--- config.mk ---
export PLATFORM = sky130hd
export DESIGN_NAME = cubic_spline_coeff_stream
export DESIGN_NICKNAME = d
export VERILOG_FILES = /design/src/sv/cscs_pkg.sv /design/src/sv/cscs_coef.sv /design/src/sv/cubic_spline_coeff_stream.sv
export SDC_FILE = /design/constraint.sdc
export NUM_CORES = 2
export LEC_CHECK = 0
export BUFFER_PORTS_ARGS = -buffer_cell sky130_fd_sc_hd__buf_2
export CAP_MARGIN = 20
export CORE_ASPECT_RATIO = 1.5
export CORE_UTILIZATION = 50
export CTS_BUF_LIST = sky130_fd_sc_hd__clkbuf_4
export DETAILED_ROUTE_END_ITERATION = 12
export PLACE_DENSITY = 0.66
export SYNTH_ARGS = -nofsm -noshare
export SYNTH_HDL_FRONTEND = slang
export SYNTH_HIERARCHICAL = 1
export SYNTH_SLANG_ARGS = --single-unit
export TNS_END_PERCENT = 20
--- constraint.sdc ---
create_clock -name clk_i -period 18.8 [get_ports clk_i]
set_clock_uncertainty 0.1 [all_clocks]
set_input_delay 0.94 -clock clk_i [delete_from_list [all_inputs] [get_ports clk_i]]
set_output_delay 0.94 -clock clk_i [all_outputs]
set_load 0.1 [all_outputs]
--- src/sv/cscs_pkg.sv ---
// Shared types, widths and helpers for the Catmull-Rom coefficient stream.
// No dependencies; imported by cscs_coef and cubic_spline_coeff_stream.
package cscs_pkg;

  localparam int SAMPLE_BITS = 24;
  localparam int INDEX_BITS  = 16;
  localparam int COEF_BITS   = 32;

  // Coefficient math width: at least 18x the sample range, and wide enough for the clamp limits.
  localparam int MATH_BITS = SAMPLE_BITS + 6;
  localparam int WIDE_BITS = (MATH_BITS > COEF_BITS + 1) ? MATH_BITS : COEF_BITS + 1;

  localparam int SEEN_BITS = INDEX_BITS + 1;

  localparam int TDATA_IN_BITS  = ((SAMPLE_BITS + 7) / 8) * 8;
  localparam int RESULT_BITS    = 4 * COEF_BITS + INDEX_BITS;
  localparam int TDATA_OUT_BITS = ((RESULT_BITS + 7) / 8) * 8;

  localparam int FIFO_DEPTH = 4;
  localparam int PTR_BITS   = $clog2(FIFO_DEPTH);
  localparam int CNT_BITS   = $clog2(FIFO_DEPTH + 1);

  typedef logic signed [SAMPLE_BITS-1:0] sample_t;
  typedef logic signed [WIDE_BITS-1:0]   wide_t;
  typedef logic signed [COEF_BITS-1:0]   coef_t;
  typedef logic        [INDEX_BITS-1:0]  index_t;
  typedef logic        [SEEN_BITS-1:0]   seen_t;

  typedef struct packed {
    coef_t c3;
    coef_t c2;
    coef_t c1;
    coef_t c0;
  } coefs_t;

  typedef struct packed {
    logic   last;
    index_t index;
    coefs_t coefs;
  } result_t;

  localparam wide_t COEF_MAX = wide_t'(64'sh0000_0000_7FFF_FFFF);
  localparam wide_t COEF_MIN = wide_t'(-64'sh0000_0000_8000_0000);

  function automatic coef_t sat_coef(wide_t v);
    coef_t r;
    if (v > COEF_MAX) begin
      r = COEF_MAX[COEF_BITS-1:0];
    end else if (v < COEF_MIN) begin
      r = COEF_MIN[COEF_BITS-1:0];
    end else begin
      r = v[COEF_BITS-1:0];
    end
    return r;
  endfunction

endpackage

--- src/sv/cscs_coef.sv ---
// Combinational Catmull-Rom coefficients (each times two) from four control points.
// Depends on cscs_pkg.
module cscs_coef (
  input  cscs_pkg::wide_t  p0_i,
  input  cscs_pkg::wide_t  p1_i,
  input  cscs_pkg::wide_t  p2_i,
  input  cscs_pkg::wide_t  p3_i,
  output cscs_pkg::coefs_t coefs_o
);
  import cscs_pkg::*;

  wide_t c0, c1, c2, c3;

  // shifts and adds only: 5*p1 = 4*p1 + p1, 3*x = 2*x + x
  assign c0 = p1_i <<< 1;
  assign c1 = p2_i - p0_i;
  assign c2 = (p0_i <<< 1) - ((p1_i <<< 2) + p1_i) + (p2_i <<< 2) - p3_i;
  assign c3 = ((p1_i <<< 1) + p1_i) - p0_i - ((p2_i <<< 1) + p2_i) + p3_i;

  assign coefs_o.c0 = sat_coef(c0);
  assign coefs_o.c1 = sat_coef(c1);
  assign coefs_o.c2 = sat_coef(c2);
  assign coefs_o.c3 = sat_coef(c3);

endmodule

--- src/sv/cubic_spline_coeff_stream.sv ---
// Catmull-Rom cubic coefficient stream: samples in, per-interval coefficients out.
// Results are registered in the result queue before they reach the master side.
// Throughput: one sample per cycle while two queue entries are free; a final sample
// can give two results; a four-entry queue drains them at one transfer per cycle.
// Reset (rst_ni low, async): sample window, sample count and result queue are cleared.
// Depends on cscs_pkg and cscs_coef.
module cubic_spline_coeff_stream (
  input  logic                                clk_i,
  input  logic                                rst_ni,
  input  logic                                s_axis_tvalid_i,
  output logic                                s_axis_tready_o,
  input  logic [cscs_pkg::TDATA_IN_BITS-1:0]  s_axis_tdata_i,  // [0] sample
  input  logic                                s_axis_tlast_i,  // last_sample
  output logic                                m_axis_tvalid_o,
  input  logic                                m_axis_tready_i,
  // coef0, coef1, coef2, coef3, interval_index (lowest bits first)
  output logic [cscs_pkg::TDATA_OUT_BITS-1:0] m_axis_tdata_o,
  output logic                                m_axis_tlast_o   // last_interval
);
  import cscs_pkg::*;

  // ---------------- state ----------------
  sample_t w0_q, w1_q, w2_q;
  seen_t   seen_q, seen_d;

  result_t              fifo_q [FIFO_DEPTH];
  logic [PTR_BITS-1:0]  wr_ptr_q, rd_ptr_q;
  logic [CNT_BITS-1:0]  count_q, count_d;

  logic    in_fire, out_fire;
  sample_t s;
  logic    k_ge1, k_ge2, k_ge3;
  logic    emit_mid, emit_end;
  logic [1:0] push_n;

  assign s        = s_axis_tdata_i[SAMPLE_BITS-1:0];
  assign in_fire  = s_axis_tvalid_i && s_axis_tready_o;
  assign out_fire = m_axis_tvalid_o && m_axis_tready_i;

  assign k_ge1 = (seen_q != '0);
  assign k_ge2 = (seen_q > seen_t'(1));
  assign k_ge3 = (seen_q > seen_t'(2));

  assign emit_mid = k_ge2;
  assign emit_end = s_axis_tlast_i && k_ge1;
  assign push_n   = in_fire ? (2'(emit_mid) + 2'(emit_end)) : 2'd0;

  // ---------------- coefficient datapath ----------------
  wide_t ws, ww0, ww1, ww2;
  wide_t m_p0, e_p0, e_p3;
  coefs_t mid_coefs, end_coefs;
  result_t mid_res, end_res, slot0, slot1;
  index_t  k_idx;

  assign ws  = wide_t'(s);
  assign ww0 = wide_t'(w0_q);
  assign ww1 = wide_t'(w1_q);
  assign ww2 = wide_t'(w2_q);

  // missing left and right neighbors are extrapolated linearly
  assign m_p0 = k_ge3 ? ww0 : ((ww1 <<< 1) - ww2);
  assign e_p0 = k_ge2 ? ww1 : ((ww2 <<< 1) - ws);
  assign e_p3 = (ws <<< 1) - ww2;

  cscs_coef u_mid (
    .p0_i   (m_p0),
    .p1_i   (ww1),
    .p2_i   (ww2),
    .p3_i   (ws),
    .coefs_o(mid_coefs)
  );

  cscs_coef u_end (
    .p0_i   (e_p0),
    .p1_i   (ww2),
    .p2_i   (ws),
    .p3_i   (e_p3),
    .coefs_o(end_coefs)
  );

  assign k_idx = seen_q[INDEX_BITS-1:0];

  assign mid_res.coefs = mid_coefs;
  assign mid_res.index = k_idx - index_t'(2);
  assign mid_res.last  = 1'b0;
  assign end_res.coefs = end_coefs;
  assign end_res.index = k_idx - index_t'(1);
  assign end_res.last  = 1'b1;

  assign slot0 = emit_mid ? mid_res : end_res;
  assign slot1 = end_res;

  // ---------------- sample window and count ----------------
  always_comb begin
    if (s_axis_tlast_i) begin
      seen_d = '0;
    end else if (seen_q == {SEEN_BITS{1'b1}}) begin
      // long series: wrap back to 2^INDEX_BITS so the count stays at or above three
      seen_d = seen_t'(1) << INDEX_BITS;
    end else begin
      seen_d = seen_q + seen_t'(1);
    end
  end

  always_ff @(posedge clk_i or negedge rst_ni) begin
    if (!rst_ni) begin
      w0_q   <= '0;
      w1_q   <= '0;
      w2_q   <= '0;
      seen_q <= '0;
    end else if (in_fire) begin
      seen_q <= seen_d;
      if (s_axis_tlast_i) begin
        w0_q <= '0;
        w1_q <= '0;
        w2_q <= '0;
      end else begin
        w0_q <= w1_q;
        w1_q <= w2_q;
        w2_q <= s;
      end
    end
  end

  // ---------------- result queue ----------------
  // ready only with room for two results, the worst case of one sample
  assign s_axis_tready_o = (count_q <= CNT_BITS'(FIFO_DEPTH - 2));
  assign count_d = count_q + CNT_BITS'(push_n) - CNT_BITS'(out_fire);

  always_ff @(posedge clk_i or negedge rst_ni) begin
    if (!rst_ni) begin
      wr_ptr_q <= '0;
      rd_ptr_q <= '0;
      count_q  <= '0;
    end else begin
      wr_ptr_q <= wr_ptr_q + PTR_BITS'(push_n);
      rd_ptr_q <= rd_ptr_q + PTR_BITS'(out_fire);
      count_q  <= count_d;
    end
  end

  always_ff @(posedge clk_i) begin
    if (push_n != 2'd0) begin
      fifo_q[wr_ptr_q] <= slot0;
    end
    if (push_n == 2'd2) begin
      fifo_q[wr_ptr_q + PTR_BITS'(1)] <= slot1;
    end
  end

  result_t head;
  assign head            = fifo_q[rd_ptr_q];
  assign m_axis_tvalid_o = (count_q != '0);
  assign m_axis_tdata_o  = TDATA_OUT_BITS'({head.index, head.coefs.c3, head.coefs.c2,
                                            head.coefs.c1, head.coefs.c0});
  assign m_axis_tlast_o  = head.last;

  // ---------------- assertions ----------------
  a_count_bound: assert property (@(posedge clk_i) disable iff (!rst_ni)
    count_q <= CNT_BITS'(FIFO_DEPTH))
    else $error("result queue overflow");

  a_ptr_gap: assert property (@(posedge clk_i) disable iff (!rst_ni)
    (count_q == '0 || count_q == CNT_BITS'(FIFO_DEPTH)) |-> (wr_ptr_q == rd_ptr_q))
    else $error("queue pointers disagree with count");

  a_two_only_last: assert property (@(posedge clk_i) disable iff (!rst_ni)
    (push_n == 2'd2) |-> (s_axis_tlast_i && k_ge2))
    else $error("two results from a sample that does not end the series");

  a_restart: assert property (@(posedge clk_i) disable iff (!rst_ni)
    (in_fire && s_axis_tlast_i) |=> (seen_q == '0 && w2_q == '0))
    else $error("series state not restarted after final sample");

  a_count_grows: assert property (@(posedge clk_i) disable iff (!rst_ni)
    (in_fire && !s_axis_tlast_i) |=> (seen_q != '0))
    else $error("sample count lost after a transfer");

endmodule
==> metrics <==
status=finished clean; CP Data Required Time=19540 ps; fmax=between 0.09 and 0.1 GHz; register area share after synthesis=32.85%; fraction of layout cells with a size suffix above 1=between 10% and 20%; CTS Buffer Depth=3; Remaining Overflow, GRT=0; DRC errors left=0; final hold viol count=0; Nets=approximately 6700; critical path fanouts, max=between 40 and 50; Setup TNS=0 ps; DR vias=around 47000; CTS root buffer=clkbuf_4; Port Buffers=between 150 and 200; Post-synth EDFFs=576; largest net degree at the start of global routing=129; Primary FF master, synth=edfxtp_1; fin crit share=53.35%; DRT Pass-1 Iters=6; H-tree Lvls=4; synthesis warning total=6; total CTS buffers=approximately 160; Max Cap Viol=0; latest clock arrival within the worst-skew pair=between 1000 and 1500 ps; Max transition margin=roughly 14%; net count after synthesis=6529; Die Area=about 0.12 mm^2; top-area cell type share of the netlist area=between 20% and 30%; WL per Instance=28.02 um; number of global-route vias before repair=approximately 47000; Ports=approximately 180; Synth async-reset ratio=~14%; min Tclk post-route=around 10000 ps; Post-Syn Area=0.06022 mm^2; die height=between 400 and 500 um; Crit. End Element=flop; Final Cell Area=0.06478 mm^2; first-pass GRT wire length=just over 300000 um; Area contributors post-synth=edfxtp_1, fa_1, a22o_1; Post-Syn Instances=around 5700; RSZ-0062 raised after global routing=false; drt initial violations=between 4000 and 5000; Worst-path clk slew=70 ps; Setup violations, final=0; post-CTS setup buffer count=0; min-delay worst type=in2reg; placed cell area=0.06243 mm^2; Die Span X=approximately 290 um; std cell rows=around 160; critical path class=reg2reg; routability cong.=about 1.1; initial antenna violation count=12; Yosys cell types=108; final wirelength=approximately 210000 um; Data arrival, critical path=10770 ps; core area=0.1193 mm^2; GRT Overall Usage=34.82%; Resized cells post-CTS=0; Hold Slack=196.1 ps; cell accounting for the most synthesized area=edfxtp_1; Tightest Pin Transition=roughly 1300 ps; ANT nets after route=0; crit start category=flop; Slew Viols, Final=0; hpwl dp=roughly 160000 um; area grow syn2layout=7.580%; post-synthesis area per instance=around 11 um^2; CTS tree=built; clock sink count=approximately 680; Starting Density=approximately half; via density per instance=~6.2; Yosys reg bits=676
-- synth_stat cells (39+ instances only) --
| master | instances |
|---|---|
| o31ai_1 | 81 |
| dfrtp_1 | 96 |
| a21o_1 | 161 |
| nor2_1 | 211 |
| a21oi_1 | 337 |
| xnor2_1 | 196 |
| edfxtp_1 | 576 |
| xor2_1 | 90 |
| mux4_2 | 145 |
| nor3_1 | 39 |
| fa_1 | 436 |
| ha_1 | 350 |
| clkbuf_1 | 185 |
| o22ai_1 | 51 |
| o21ai_0 | 247 |
| o21bai_1 | 46 |
| buf_4 | 40 |
| inv_1 | 899 |
| nor2b_1 | 39 |
| a22o_1 | 512 |
| nand2_1 | 327 |
| nand3_1 | 63 |
-- sequential cells by signal (all words and copies together) (netlist names) --
register and count:
w1_q 24, w2_q 24, w0_q 24, wr_ptr_q 2, rd_ptr_q 2, count_q 3, seen_q 17, fifo_q 580
-- layout by cell type (no fill, tap or decap), types with 81 or more instances in the layout --
cell      instances
xnor2_1         196
ha_1            350
xor2_1           90
mux4_2          145
edfxtp_1        576
a21oi_1         337
inv_1           899
dfrtp_1          93
a21o_1          161
o31ai_1          81
nand2_1         322
clkbuf_4        223
nor2_1          206
fa_1            436
buf_2           174
a22o_1          512
o21ai_0         246
-- layer usage --
metal / vias up / wire length (um) / part of all wire, % / GRT usage [%]
met1: 23617 / 78540 / 37 / 41.91
met2: 2249 / 103900 / 49 / 58.62
li1: 20774 / - / - / -
met3: 501 / 14600 / 6.9 / 5.171
met5: - / 67 / 0.032 / 0
met4: 12 / 14940 / 7.0 / 21.90
-- repair_timing --
| action | 4_1_cts | 5_1_grt |
|---|---|---|
| hold buffers | 19 | 0 |
| hold endpoints to repair | 51 | 0 |
| endpoints found under the setup margin | 0 | 0 |
-- stage by stage --
stage	instances	utilization (%)	setup slack (ps)
final	7566	54.32	8770
after global placement	7242	52.31	8960
after CTS	7555	54.28	8920
after detailed placement	7246	52.35	8938
after global routing	7560	54.30	8347
after floorplan	5714	-	10020
-- worst paths after layout --
check / from / end / slack [ps] / cells past startpoint
setup / recovery: seen_q[1]$_DFFE_PN0P_ / fifo_q[0][107]$_DFFE_PP_ / 8770 / 27
hold / removal: s_axis_tdata_i[8] / w2_q[8]$_DFFE_PN0P_ / 200 / 3
setup reg to reg: seen_q[1]$_DFFE_PN0P_ / fifo_q[0][107]$_DFFE_PP_ / 8770 / 27
hold reg to reg: fifo_q[2][144]$_SDFFE_PP1N_ / fifo_q[2][144]$_SDFFE_PP1N_ / 350 / 2
max in group asynchronous: rst_ni / w2_q[23]$_DFFE_PN0P_ / 16950 / 3
min in group asynchronous: rst_ni / rd_ptr_q[0]$_DFF_PN0_ / 240 / 2
-- area by class of cell --
class	instances	area [um^2]
tap	1570	1964
clock inverter	67	437.9
timing repair buffer	274	1739
sequential	676	19790
inverter	900	3378
fill	10650	54490
antenna	10	25.02
multi-input combinational	3846	35780
clock buffer	223	1674
-- kinds of logic after synthesis --
| family | count (synthesis) | share of synthesized area (%) |
|---|---|---|
| multiplexers | 152 | 5.544 |
| XOR/XNOR | 291 | 4.305 |
| AND/OR/NAND/NOR | 899 | 7.121 |
| flip-flops | 676 | 32.85 |
| buffers and inverters | 1192 | 7.954 |
| adder cells (fa/ha/maj) | 808 | 22.13 |
| AO/OA/AOI/OAI | 1696 | 20.10 |
-- critical path: stages, from the launching register on --
cell,delay (ps)
dfrtp_1,530
inv_1,300
ha_1,320
or3b_1,440
nor2_1,190
a21oi_1,90
nor3_4,130
buf_4,340
inv_2,320
buf_4,370
o31ai_1,610
inv_1,220
fa_1,540
fa_1,540
inv_1,50
fa_1,570
inv_1,60
ha_1,340
o21ai_0,160
o21bai_1,130
o41ai_4,620
o31ai_2,200
a311o_2,490
a211oi_4,280
xor2_2,150
a31oi_4,900
o21ai_0,450
a22o_1,310
Power is not shown: default switching activity piles up to over one toggle a cycle in this logic, so the estimate is an artifact.
